[src/rtl/core/ipv4dd_pkg.sv]
// Package for the dotted-decimal IPv4 checker.
// Holds character codes, parser limits and the result struct; no dependencies.
package ipv4dd_pkg;

	localparam int MAX_TEXT_DEF = 64;

	localparam int CH_W           = 8;
	localparam int DOT_W          = 2;
	localparam int LEN_W          = 2;
	localparam int VAL_W          = 10;
	localparam int OUT_TDATA_W    = 8;

	localparam logic [CH_W-1:0]  CH_NUL  = 8'h00;
	localparam logic [CH_W-1:0]  CH_DOT  = 8'h2E;
	localparam logic [CH_W-1:0]  CH_ZERO = 8'h30;
	localparam logic [CH_W-1:0]  CH_NINE = 8'h39;

	localparam logic [DOT_W-1:0] MAX_DOTS       = 2'd3;
	localparam logic [LEN_W-1:0] MAX_DIGITS     = 2'd3;
	localparam logic [VAL_W-1:0] MAX_PART_VALUE = 10'd255;

	typedef struct packed {
		logic too_long;
		logic valid_res;
	} res_t;

endpackage

[src/rtl/core/ipv4dd_parse.sv]
// Input register stage and byte parser of the dotted-decimal IPv4 checker.
// Depends on ipv4dd_pkg; drives one result word per terminating zero byte.
module ipv4dd_parse import ipv4dd_pkg::*; #(
	parameter int MAX_TEXT = MAX_TEXT_DEF
) (
	input  logic            clk,
	input  logic            arst_n,
	input  logic            s_tvalid,
	output logic            s_tready,
	input  logic [CH_W-1:0] s_tdata,
	input  logic            room,
	output logic            res_valid,
	output res_t            res
);

	localparam int CNT_W = $clog2(MAX_TEXT);
	localparam logic [CNT_W-1:0] CNT_LAST = CNT_W'(MAX_TEXT - 1);

	logic [CH_W-1:0]  ch_s1;
	logic             vld_s1;
	logic             take;

	logic [DOT_W-1:0] dot_q, dot_d;
	logic [LEN_W-1:0] plen_q, plen_d;
	logic [VAL_W-1:0] pval_q, pval_d;
	logic             lead0_q, lead0_d;
	logic             bad_q, bad_d;
	logic [CNT_W-1:0] cnt_q, cnt_d;
	logic             ovf_q, ovf_d;

	logic             is_digit;
	logic [VAL_W-1:0] pval_x10;

	assign take     = vld_s1 && (ch_s1 != CH_NUL || room);
	assign s_tready = !vld_s1 || take;

	always_ff @(posedge clk or negedge arst_n) begin
		if (!arst_n) begin
			vld_s1 <= 1'b0;
		end else if (s_tready) begin
			vld_s1 <= s_tvalid;
		end
	end

	always_ff @(posedge clk) begin
		if (s_tready) begin
			ch_s1 <= s_tdata;
		end
	end

	assign is_digit = ch_s1 >= CH_ZERO && ch_s1 <= CH_NINE;
	assign pval_x10 = {pval_q[VAL_W-4:0], 3'b000} + {pval_q[VAL_W-2:0], 1'b0};

	always_comb begin
		dot_d   = dot_q;
		plen_d  = plen_q;
		pval_d  = pval_q;
		lead0_d = lead0_q;
		bad_d   = bad_q;
		cnt_d   = cnt_q;
		ovf_d   = ovf_q;
		if (ch_s1 == CH_NUL) begin
			dot_d   = '0;
			plen_d  = '0;
			pval_d  = '0;
			lead0_d = 1'b0;
			bad_d   = 1'b0;
			cnt_d   = '0;
			ovf_d   = 1'b0;
		end else if (ovf_q) begin
			ovf_d = 1'b1;
		end else if (cnt_q == CNT_LAST) begin
			ovf_d = 1'b1;
		end else begin
			cnt_d = cnt_q + 1'b1;
			if (ch_s1 == CH_DOT) begin
				if (plen_q == '0 || pval_q > MAX_PART_VALUE || dot_q == MAX_DOTS) begin
					bad_d = 1'b1;
				end
				if (dot_q != MAX_DOTS) begin
					dot_d = dot_q + 1'b1;
				end
				plen_d  = '0;
				pval_d  = '0;
				lead0_d = 1'b0;
			end else if (is_digit) begin
				if (plen_q == MAX_DIGITS || (plen_q == LEN_W'(1) && lead0_q)) begin
					bad_d = 1'b1;
				end else begin
					if (plen_q == '0) begin
						lead0_d = ch_s1 == CH_ZERO;
					end
					pval_d = pval_x10 + VAL_W'(ch_s1[3:0]);
					plen_d = plen_q + 1'b1;
				end
			end else begin
				bad_d = 1'b1;
			end
		end
	end

	always_ff @(posedge clk or negedge arst_n) begin
		if (!arst_n) begin
			dot_q   <= '0;
			plen_q  <= '0;
			pval_q  <= '0;
			lead0_q <= 1'b0;
			bad_q   <= 1'b0;
			cnt_q   <= '0;
			ovf_q   <= 1'b0;
		end else if (take) begin
			dot_q   <= dot_d;
			plen_q  <= plen_d;
			pval_q  <= pval_d;
			lead0_q <= lead0_d;
			bad_q   <= bad_d;
			cnt_q   <= cnt_d;
			ovf_q   <= ovf_d;
		end
	end

	assign res_valid     = take && ch_s1 == CH_NUL;
	assign res.too_long  = ovf_q;
	assign res.valid_res = !ovf_q && !bad_q && cnt_q != '0 && dot_q == MAX_DOTS
		&& plen_q != '0 && pval_q <= MAX_PART_VALUE;

	a_clear_after_res: assert property (@(posedge clk) disable iff (!arst_n)
		res_valid |=> cnt_q == '0 && !ovf_q && !bad_q && dot_q == '0)
		else $error("parser state not cleared after result");

	a_ovf_count: assert property (@(posedge clk) disable iff (!arst_n)
		ovf_q |-> cnt_q == CNT_LAST)
		else $error("overflow without full count");

	a_lead_zero: assert property (@(posedge clk) disable iff (!arst_n)
		lead0_q |-> pval_q == '0 && plen_q == LEN_W'(1))
		else $error("leading zero part extended");

	a_part_value: assert property (@(posedge clk) disable iff (!arst_n)
		pval_q < VAL_W'(1000))
		else $error("part value out of three-digit range");

endmodule

[src/rtl/core/ipv4dd_out.sv]
// Result register of the dotted-decimal IPv4 checker.
// Depends on ipv4dd_pkg; holds one result word until the sink takes it.
module ipv4dd_out import ipv4dd_pkg::*; (
	input  logic                   clk,
	input  logic                   arst_n,
	input  logic                   res_valid,
	input  res_t                   res,
	output logic                   room,
	output logic                   m_tvalid,
	input  logic                   m_tready,
	output logic [OUT_TDATA_W-1:0] m_tdata
);

	logic vld_q;
	res_t res_q;

	assign room = !vld_q || m_tready;

	always_ff @(posedge clk or negedge arst_n) begin
		if (!arst_n) begin
			vld_q <= 1'b0;
		end else if (room) begin
			vld_q <= res_valid;
		end
	end

	always_ff @(posedge clk) begin
		if (room && res_valid) begin
			res_q <= res;
		end
	end

	assign m_tvalid = vld_q;
	assign m_tdata  = {{(OUT_TDATA_W-2){1'b0}}, res_q.too_long, res_q.valid_res};

	a_no_overrun: assert property (@(posedge clk) disable iff (!arst_n)
		!(res_valid && vld_q && !m_tready))
		else $error("result word dropped");

	a_long_invalid: assert property (@(posedge clk) disable iff (!arst_n)
		vld_q && res_q.too_long |-> !res_q.valid_res)
		else $error("too-long text reported valid");

	a_hold: assert property (@(posedge clk) disable iff (!arst_n)
		vld_q && !m_tready |=> vld_q && $stable(res_q))
		else $error("stalled result word changed");

endmodule

[src/rtl/core/ipv4_dotted_decimal_check.sv]
// Dotted-decimal IPv4 checker: one text byte per input word, one result per zero byte.
// A zero byte passes through the input register and then the result register, whose
// valid flag drives m_axis_tvalid toward the sink.
// Throughput: one byte per cycle; a zero byte waits in the input register only while the
// result register holds a word that the sink does not take in that cycle.
// Reset: arst_n clears the parser state and the input and result valid flags.
module ipv4_dotted_decimal_check import ipv4dd_pkg::*; #(
	parameter int MAX_TEXT = MAX_TEXT_DEF
) (
	input  logic                   clk,
	input  logic                   arst_n,
	input  logic                   s_axis_tvalid,
	output logic                   s_axis_tready,
	input  logic [CH_W-1:0]        s_axis_tdata,   // [7:0] ch
	output logic                   m_axis_tvalid,
	input  logic                   m_axis_tready,
	output logic [OUT_TDATA_W-1:0] m_axis_tdata    // [0] valid_res, [1] too_long, [7:2] zero
);

	logic room;
	logic res_valid;
	res_t res;

	ipv4dd_parse #(
		.MAX_TEXT(MAX_TEXT)
	) u_parse (
		.clk      (clk),
		.arst_n   (arst_n),
		.s_tvalid (s_axis_tvalid),
		.s_tready (s_axis_tready),
		.s_tdata  (s_axis_tdata),
		.room     (room),
		.res_valid(res_valid),
		.res      (res)
	);

	ipv4dd_out u_out (
		.clk      (clk),
		.arst_n   (arst_n),
		.res_valid(res_valid),
		.res      (res),
		.room     (room),
		.m_tvalid (m_axis_tvalid),
		.m_tready (m_axis_tready),
		.m_tdata  (m_axis_tdata)
	);

endmodule

[config.mk]
export PLATFORM = sky130hd
export DESIGN_NAME = ipv4_dotted_decimal_check
export DESIGN_NICKNAME = d
export VERILOG_FILES = /design/src/rtl/core/ipv4dd_pkg.sv /design/src/rtl/core/ipv4dd_parse.sv /design/src/rtl/core/ipv4dd_out.sv /design/src/rtl/core/ipv4_dotted_decimal_check.sv
export SDC_FILE = /design/constraint.sdc
export NUM_CORES = 1
export LEC_CHECK = 0
export BUFFER_PORTS_ARGS = -buffer_cell sky130_fd_sc_hd__buf_2
export CAP_MARGIN = 20
export CORE_ASPECT_RATIO = 1.1
export CORE_MARGIN = 2
export CORE_UTILIZATION = 50
export CTS_BUF_LIST = sky130_fd_sc_hd__clkbuf_8
export CTS_CLUSTER_DIAMETER = 60
export CTS_CLUSTER_SIZE = 30
export DETAILED_ROUTE_END_ITERATION = 7
export GPL_TIMING_DRIVEN = 1
export PLACE_DENSITY = 0.75
export SLEW_MARGIN = 20
export SYNTH_ARGS = -nofsm -noshare
export SYNTH_HDL_FRONTEND = slang
export SYNTH_SLANG_ARGS = --single-unit
[constraint.sdc]
create_clock -name clk -period 2.3 [get_ports clk]
set_input_delay 0.46 -clock clk [delete_from_list [all_inputs] [get_ports clk]]
set_output_delay 0.46 -clock clk [all_outputs]
set_load 0.02 [all_outputs]
Word level (Yosys, flattened, before mapping)
Index checks and enable logic that the tools add are counted.
{"block": "word_totals", "ff_bits": 35, "input_bits": 12, "out_inout_bits": 10, "wordCells": 104}
{"block": "classes", "addsub": 5, "order_cmp": 4, "n_eq_ne": 12, "muxes": 37, "reduce_logical": 34}
{"cell": "10-bit two-way mux", "n": 6}
{"cell": "2-bit two-way mux", "n": 11}
{"cell": "6-bit two-way mux", "n": 3}
{"cell": "1-bit two-way mux", "n": 17}
{"cell": "8-bit by 6-bit == test with 1-bit output, second input constant", "n": 2}
{"cell": "5-bit AND reduction", "n": 3}
{"cell": "10-bit adder", "n": 1}
{"cell": "10-bit by 4-bit adder with 10-bit output", "n": 1}
{"cell": "10-bit by 8-bit > comparator with 1-bit output, second input constant", "n": 1}
{"cell": "10-bit by 8-bit <= comparator with 1-bit output, second input constant", "n": 1}
{"cell": "1-bit logical AND", "n": 10}
{"cell": "8-bit by 6-bit >= comparator with 1-bit output, second input constant", "n": 1}
{"cell": "8-bit by 6-bit <= comparator with 1-bit output, second input constant", "n": 1}
{"cell": "8-bit logical NOT", "n": 1}
{"cell": "8-bit nonzero test", "n": 1}
{"cell": "6-bit by 1-bit adder with 6-bit output, second input constant", "n": 1}
{"cell": "6-bit == test, second input constant", "n": 1}
{"cell": "1-bit logical OR", "n": 6}
{"cell": "6-bit AND reduction", "n": 1}
{"cell": "2-bit nonzero test", "n": 3}
{"cell": "3-bit nonzero test", "n": 2}
{"cell": "6-bit nonzero test", "n": 1}
{"cell": "2-bit by 1-bit adder with 2-bit output, second input constant", "n": 2}
{"cell": "2-bit == test, second input constant", "n": 2}
{"cell": "9 further kinds", "n": 13}

Longest topological paths before layout
Gate-level depths: netlist of the first run.
{"block": "logic_depth", "word_depth": 9, "depth_mapped": 9}

Modules after synthesis
From an unflattened synthesis of the first run, not the netlist that was laid out.
{"block": "hier_totals", "cells_unflattened": 183, "area_unflattened_um2": 2082.0}
{"module": "ipv4dd_parse", "n_inst": 1, "cells_each": 170, "area_per_inst_um2": 1919.3}
{"module": "ipv4dd_out", "n_inst": 1, "cells_each": 13, "area_per_inst_um2": 162.7}

Worst setup path after synthesis of the first run
No wires, ideal clock.
{"block": "synth_timing", "kind": "register -> register", "startpoint": "register u_parse.ch_s1[3]", "endpoint": "register u_parse.pval_q[8]", "setup_time_ns": 0.121, "t_arrival_ns": 2.181, "t_required_ns": 2.179, "path_slack_ns": -0.002, "stages_incl_launch_ff": 10, "period_less_slack_ns": 2.302, "cell_sequence": "edfxtp_1 inv_1 fa_1 inv_1 fa_1 a211oi_1 o21bai_1 a21oi_1 xnor2_1 a22o_1"}
{"block": "synth_via", "elab_chain_len": 7}
{"element": "start: declaration", "line": "ipv4dd_parse.sv:19", "source": "logic [CH_W-1:0] ch_s1;"}
{"element": "start signal: assignment", "line": "ipv4dd_parse.sv:47", "source": "ch_s1 <= s_tdata;"}
{"element": "10-bit by 4-bit adder with 10-bit output", "line": "ipv4dd_parse.sv:93", "source": "pval_d = pval_x10 + VAL_W'(ch_s1[3:0]);"}
{"element": "10-bit two-way mux", "line": "ipv4dd_parse.sv:87", "source": "if (plen_q == MAX_DIGITS || (plen_q == LEN_W'(1) && lead0_q)) begin"}
{"element": "10-bit two-way mux", "line": "ipv4dd_parse.sv:86", "source": "end else if (is_digit) begin"}
{"element": "10-bit two-way mux", "line": "ipv4dd_parse.sv:76", "source": "if (ch_s1 == CH_DOT) begin"}
{"element": "10-bit two-way mux", "line": "ipv4dd_parse.sv:72", "source": "end else if (cnt_q == CNT_LAST) begin"}
{"element": "10-bit two-way mux", "line": "ipv4dd_parse.sv:70", "source": "end else if (ovf_q) begin"}
{"element": "10-bit two-way mux", "line": "ipv4dd_parse.sv:62", "source": "if (ch_s1 == CH_NUL) begin"}
{"element": "end signal: assignment", "line": "ipv4dd_parse.sv:114", "source": "pval_q <= pval_d;"}
{"element": "end: declaration", "line": "ipv4dd_parse.sv:25", "source": "logic [VAL_W-1:0] pval_q, pval_d;"}
Several ways; a longest one is shown, not always the timed one. The select of a mux whose other input is x is not followed.
A chain may end at the register's enable or synchronous reset.

Worst setup path in the final report of the first run
{"block": "layout_timing", "startpoint": "register u_parse.pval_q[1]", "endpoint": "register u_parse.pval_q[6]"}
{"block": "layout_via", "elab_chain_len": 8}
{"element": "10-bit adder", "line": "ipv4dd_parse.sv:52", "source": "assign pval_x10 = {pval_q[VAL_W-4:0], 3'b000} + {pval_q[VAL_W-2:0], 1'b0};"}
{"element": "10-bit by 4-bit adder with 10-bit output", "line": "ipv4dd_parse.sv:93"}
{"element": "10-bit two-way mux", "line": "ipv4dd_parse.sv:87"}
{"element": "10-bit two-way mux", "line": "ipv4dd_parse.sv:86"}
{"element": "10-bit two-way mux", "line": "ipv4dd_parse.sv:76"}
{"element": "10-bit two-way mux", "line": "ipv4dd_parse.sv:72"}
{"element": "10-bit two-way mux", "line": "ipv4dd_parse.sv:70"}
{"element": "10-bit two-way mux", "line": "ipv4dd_parse.sv:62"}
No other way between the ends. The select of a mux whose other input is x is not followed.

==> impl_metrics.ini, run 1 <==
[clock_network]
clk_path_buf_depth = 2
hold_buffers = 0
numCtsBuffers = 5
tritoncts = yes
clock_tree.htree_level_count = 2
cts-root-buf = clkbuf_8
path_clk_slew_ns = 0.07
clock_latency_ns = 0.28
cts_sinks = 35

[worst_setup_path]
crit_chain = ha_1 > ha_1 > fa_2 > buf_4 > a21o_1 > a21oi_2 > xnor2_1 > a22o_1
cp_max_fo = 3
crit_buf_inv = 1
end_kind = register
critPathSlowestCell = fa_2
critPathTopFamily = adder cells
slowest_delay_ns = 0.42
crit_top_cell = ha_1
arrival_ns = 2.38
critical_path_class = reg2reg
startpoint_type = register
worst-endpoint-required_ns = 2.47

[grt]
grt_max_degree = 26
grt_pass1_wl_um = 5490
gr-total-overflow = 0
grt_util_all_layers_pct = 15.2
antenna_found_initial = 0
grt_pass1_vias = 1301

[floorplanning]
ioPinCount = 22
die_w_um = 65.4
die_area_um2 = 4670
die_h_um = 71.5
initial_utilization_pct = 52.2
design.core.area_um2 = 3960
num_rows = 24

[detailed_routing]
drt_wl_total_um = 3350
num_vias = 1386
first_pass_iters = 4
ant_nets = 0
avgRoutedWirePerCell_um = 12.9
avgViaCountPerCell = 5.33
drc = 0
drtIter0Drc = 24

[sta]
fmax_ghz = 0.453
clock_skew_ns = 0.00643
tightestPinTransition_ns = 0.567
finalSetupViolations = 0
min_period_over_period_pct = 96.1
fin_crit_ns = 2.21
slew_headroom_pct = 62.2
slew_violations = 0
fin_ws_ns = 0.0907
fin_setup_tns_ns = 0
rsz0062_at_grt = no
hold_viol = 0

[run_status]
status = finished clean

[yosys]
synthTopCellsByArea = dfrtp_1 30%, edfxtp_1 15%, ha_1 12%
synth.most_common_cell = dfrtp_1
yosys.area.top_type = dfrtp_1
synth_area_um2 = 2070
seq_area_frac_synth_pct = 44.7
synth.avg_cell_area_um2 = 11.5
postSynthCellCount = 180
yosys_register_bits = 35
synth_edf_count = 10
synthTopCellsByCount = 25 x dfrtp_1, 20 x ha_1, 12 x a22o_1
synth_top_area_share_pct = 30.2
ys_async_sr_fraction_pct = 71.4
yosysWarningCount = 0
synth.distinct_cells = 47
ys.flop_type = dfrtp_1

[layout]
fin_nets = 241
num_antenna_cells = 0
syn_to_final_growth_pct = 13.5
fin_cells = 260
fillers = 346
drive_gt1_share_pct = 25.0
fin_area_um2 = 2350

[power]
p_leak_nw = 1.10
power.total_mw = 2.32
ir_worst_vdd_mv = 0.582
power.density_nw_per_um2 = 985

[min_path]
min_path_type = in2async

[placement]
dp_cells = 248
dp_hpwl_um = 2530
routabilityCongestion = 0.804
placed_cell_area_um2 = 2190
dpl_worst_slack_ns = -0.102
io_buffers = 15

[job]
drv_cap = 0
==> where the power goes <==
| part | switching, mW | internal, mW |
|---|---|---|
| logic | 0.508 | 0.478 |
| registers | 0.145 | 0.784 |
| clock network | 0.199 | 0.201 |
==> metal layers <==
metal	share of wire, %	vias up	global-route usage [%]
li1	-	706	-
met1	48	650	20.6
met2	47	22	23.5
met3	3.1	8	3.14
met4	2.0	0	7.41
met5	0	-	0
==> per-stage QoR <==
step / hold WS [ns] / util (%)
5_1_grt: 0.213 / 59.3
3_5_place_dp: 0.488 / 55.4
4_1_cts: 0.180 / 57.9
3_3_place_gp: 0.481 / 55.4
6_report: 0.165 / 59.3
2_1_floorplan: 0.164 / -
==> final timing paths <==
| kind | start | to | slack, ns | cells after the start |
|---|---|---|---|---|
| setup / recovery | u_parse.pval_q[1] | u_parse.pval_q[6] | 0.09 | 8 |
| hold / removal | arst_n | u_parse.cnt_q[0] | 0.17 | 1 |
| setup reg to reg | u_parse.pval_q[1] | u_parse.pval_q[6] | 0.09 | 8 |
| hold reg to reg | u_parse.lead0_q | u_parse.lead0_q | 0.51 | 1 |
| max in group asynchronous | arst_n | u_out.m_tvalid | 1.76 | 1 |
| min in group clk | s_axis_tdata[3] | u_parse.ch_s1[3] | 0.35 | 1 |
==> sequential cells by signal (all words and copies together), names as in the netlist <==
register and count:
u_out.m_tdata 2, u_out.m_tvalid 1, u_parse.bad_q 1, u_parse.ch_s1 8, u_parse.cnt_q 6, u_parse.dot_q 2
u_parse.lead0_q 1, u_parse.ovf_q 1, u_parse.plen_q 2, u_parse.pval_q 10, u_parse.vld_s1 1
==> final cells by class <==
class	instances	area [µm²]	share of cell area, %
sequential	35	926	39.4
multi-input combinational	129	1090	46.2
tap	52	65.1	2.77
clock buffer	5	68.8	2.93
inverter	12	50.0	2.13
timing repair buffer	24	143	6.07
clock inverter	3	11.3	0.479
==> cells in the final DEF, fill, tap and decap left out, drive strengths merged, types with 3 or more instances in the layout <==
cell / instances
a211oi: 3
a21oi: 10
a22o: 12
and2: 3
and3: 3
buf: 24
clkbuf: 5
conb: 6
dfrtp: 25
edfxtp: 10
ha: 20
inv: 14
mux2: 3
nand2: 7
nand2b: 3
nand3: 5
nor2: 6
nor4: 3
o21ai: 13
or3: 3
xnor2: 6
xor2: 3
==> cells by family after synthesis <==
| kind of cell | Yosys count | synth area share, % |
|---|---|---|
| other cells | 1 | 0.181 |
| compound gates | 48 | 16.9 |
| mux | 3 | 1.63 |
| buf+inv | 21 | 6.04 |
| simple gates | 41 | 12.7 |
| flops | 35 | 44.7 |
| xor+xnor | 9 | 3.81 |
| fa+ha+maj | 22 | 14.0 |
==> timing repair <==
action,CTS,global route
pin swaps,2,9
cloned,0,0
endpoints found under the setup margin,2,5
resized for setup,5,5
buffers inserted,0,4
Power figures use the tool's default switching activity.
==> run 2: changes to the inputs <==
--- a/config.mk
+++ b/config.mk
@@ -5,6 +5,7 @@
 export SDC_FILE = /design/constraint.sdc
 export NUM_CORES = 1
 export LEC_CHECK = 0
+export ABC_AREA = 1
 export BUFFER_PORTS_ARGS = -buffer_cell sky130_fd_sc_hd__buf_2
 export CAP_MARGIN = 20
 export CORE_ASPECT_RATIO = 1.1
@@ -20,3 +21,4 @@
 export SYNTH_ARGS = -nofsm -noshare
 export SYNTH_HDL_FRONTEND = slang
 export SYNTH_SLANG_ARGS = --single-unit
+export TNS_END_PERCENT = 30
==> run 2 against run 1 <==
Fmax rose by 3.5%. Largest power group is now registers. Global-route usage increased by 2.6 points. Via count up 23%. Combinational power shrank 58%. Final area is 3.6% higher. Critical endpoint unchanged. Cell count is 32% higher. Core utilization fell by 2.9 points. Clock power is 6.0% higher. Sequential power decreased by 14%. Critical path depth increased by 1. Flip-flop and latch count unchanged.
==> impl_metrics.ini, run 2 <==
[worst_setup_path]
startpoint_type = register
cp_max_fo = 3
r2r-start = u_parse.pval_q[0]
end_kind = register
reg2reg_depth = 9
worst-endpoint-required_ns = 2.47
rr_endpoint = u_parse.pval_q[6]
arrival_ns = 2.31
critical_path_class = reg2reg
r2r_slack_ns = 0.17

[sta]
tightestPinTransition_ns = 0.575
fin_setup_tns_ns = 0
fin_crit_ns = 2.13
clock_skew_ns = 0.00604
min_period_over_period_pct = 92.8
fmax_ghz = 0.469
hold_ws_ns = 0.162
finalSetupViolations = 0
slew_headroom_pct = 61.6
slew_violations = 0
hold_viol = 0
rsz0062_at_grt = no

[clock_network]
clock_latency_ns = 0.28
cts_sinks = 35
numCtsBuffers = 5
clk_path_buf_depth = 2
clock_tree.htree_level_count = 2
path_clk_slew_ns = 0.07
cts-root-buf = clkbuf_8
tritoncts = yes
hold_buffers = 0

[grt]
grt_max_degree = 26
grt_util_all_layers_pct = 17.9
grt_pass1_wl_um = 6640
grt_pass1_vias = 1555
gr-total-overflow = 0
antenna_found_initial = 0

[run_status]
status = finished clean

[layout]
drive_gt1_share_pct = 14.9
final_cell_mix = 79 x nand2_1, 33 x inv_1, 25 x dfrtp_1
syn_to_final_growth_pct = 8.41
regMostFlops = u_parse.pval_q
fin_nets = 322
num_antenna_cells = 0
largestRegisters = u_parse.pval_q x10, u_parse.ch_s1 x8, u_parse.cnt_q x6
largest_reg_flops = 10
final_common_cell = nand2_1
fillers = 391

[min_path]
min_path_type = in2async

[detailed_routing]
avgRoutedWirePerCell_um = 11.0
num_vias = 1711
drt_wl_total_um = 3760
avgViaCountPerCell = 4.99
drtIter0Drc = 79
ant_nets = 0
drc = 0
first_pass_iters = 5

[power]
intPower_mw = 1.10
p_leak_nw = 1.32
pwr-share-clk_pct = 25.8
ir_worst_vdd_mv = 0.349
power.density_nw_per_um2 = 673
switching_share_pct = 33.0
combPwrFrac_pct = 25.3
p_sw_mw = 0.541
pwr-share-seq_pct = 48.8

[placement]
routabilityCongestion = 0.907
dp_hpwl_um = 2960
io_buffers = 15

[floorplanning]
ioPinCount = 22
die_area_um2 = 5040
die_w_um = 67.9
initial_utilization_pct = 52.0
design.core.area_um2 = 4320
num_rows = 25
die_h_um = 74.3

[yosys]
seq_area_frac_synth_pct = 41.2
synth.distinct_cells = 28
ys.flop_type = dfrtp_1
synth.most_common_cell = nand2_1
synth_area_um2 = 2250
ys_async_sr_fraction_pct = 71.4
synthTopCellsByArea = dfrtp_1 28%, edfxtp_1 13%, nand2_1 13%
synth_top_area_share_pct = 27.9
synth_edf_count = 10
synthTopCellsByCount = 79 x nand2_1, 32 x inv_1, 25 x dfrtp_1
yosys_register_bits = 35
synth.avg_cell_area_um2 = 8.38
yosys.area.top_type = dfrtp_1
yosysWarningCount = 0
postSynthCellCount = 268

[job]
drv_cap = 0
## run 2: cell count changes after synthesis, moves of 4 or more
cell,previous run,this run
a21oi_1,10,3
a22o_1,12,0
inv_1,11,32
nand2_1,6,79
nand3_1,4,21
nand4_1,2,8
nor2_1,5,19
xnor2_1,6,2
## run 2: metal layers
| layer | global-route usage, % | wire length, µm | vias up |
|---|---|---|---|
| li1 | - | - | 892 |
| met5 | 0 | 0 | - |
| met3 | 4.99 | 171 | 9 |
| met4 | 7.11 | 80 | 0 |
| met2 | 28.3 | 1790 | 43 |
| met1 | 23.3 | 1730 | 767 |
## run 2: repair_timing
item | 4_1_cts | 5_1_grt
setup endpoints to repair | 0 | 1
gates resized for setup | 0 | 1
setup buffers | 0 | 0
## run 2: cell type report
type	instances	area (µm²)	area share (%)
multi-input combinational	198	1150	47.4
sequential	35	926	38.0
inverter	32	120	4.93
timing repair buffer	16	82.6	3.39
clock buffer	5	68.8	2.83
tap	54	67.6	2.77
clock inverter	3	16.3	0.668
## run 2: cells by family (layout without fill, tap and decap cells)
logic type | count (synthesis) | in the layout | synth area share (%)
other | 1 | 6 | 0.167
AO/OA/AOI/OAI | 19 | 19 | 5.07
flip-flops | 35 | 35 | 41.2
adder cells (fa/ha/maj) | 22 | 22 | 12.9
buffers and inverters | 40 | 56 | 8.36
XOR/XNOR | 5 | 5 | 1.95
AND/OR/NAND/NOR | 146 | 146 | 30.3
## run 2: through the flow
step	power (mW)	area (µm²)	instances	worst slack (ns)	util, %
after global placement	1.21	2350	335	0.148	54.4
after detailed placement	1.23	2350	335	0.106	54.4
after global routing	1.77	2430	343	0.0645	56.4
final	1.64	2430	343	0.166	56.4
after CTS	1.66	2430	343	0.0854	56.3
after floorplan	1.14	2260	273	0.190	-
## run 2: worst max-delay path, stage by stage, from the launching register on
cell and delay (ns):
dfrtp_1 0.37, inv_1 0.07, fa_1 0.53, inv_1 0.07, fa_2 0.41, nand3_1 0.10
nand2_1 0.06, or2_2 0.27, nand3_1 0.08, o21ai_2 0.06
## run 2: worst max path at each step
| stage | end | slack (ns) | startpoint |
|---|---|---|---|
| CTS | u_parse.pval_q[6] | 0.09 | u_parse.pval_q[0] |
| floorplan | u_parse.pval_q[6] | 0.19 | u_parse.pval_q[0] |
| global placement | u_parse.pval_q[6] | 0.15 | u_parse.pval_q[0] |
| finish | u_parse.pval_q[6] | 0.17 | u_parse.pval_q[0] |
| detailed placement | u_parse.pval_q[6] | 0.11 | u_parse.pval_q[0] |
| global route | u_parse.pval_q[6] | 0.06 | u_parse.pval_q[0] |
## run 2: power groups by stage
stage / Sequential, mW / Clock (mW) / Combinational, mW
finish: 0.800 / 0.424 / 0.415
global route: 0.815 / 0.470 / 0.485
CTS: 0.799 / 0.440 / 0.419
detailed placement: 0.811 / 0 / 0.415
global placement: 0.810 / 0 / 0.398
floorplan: 0.793 / 0 / 0.345
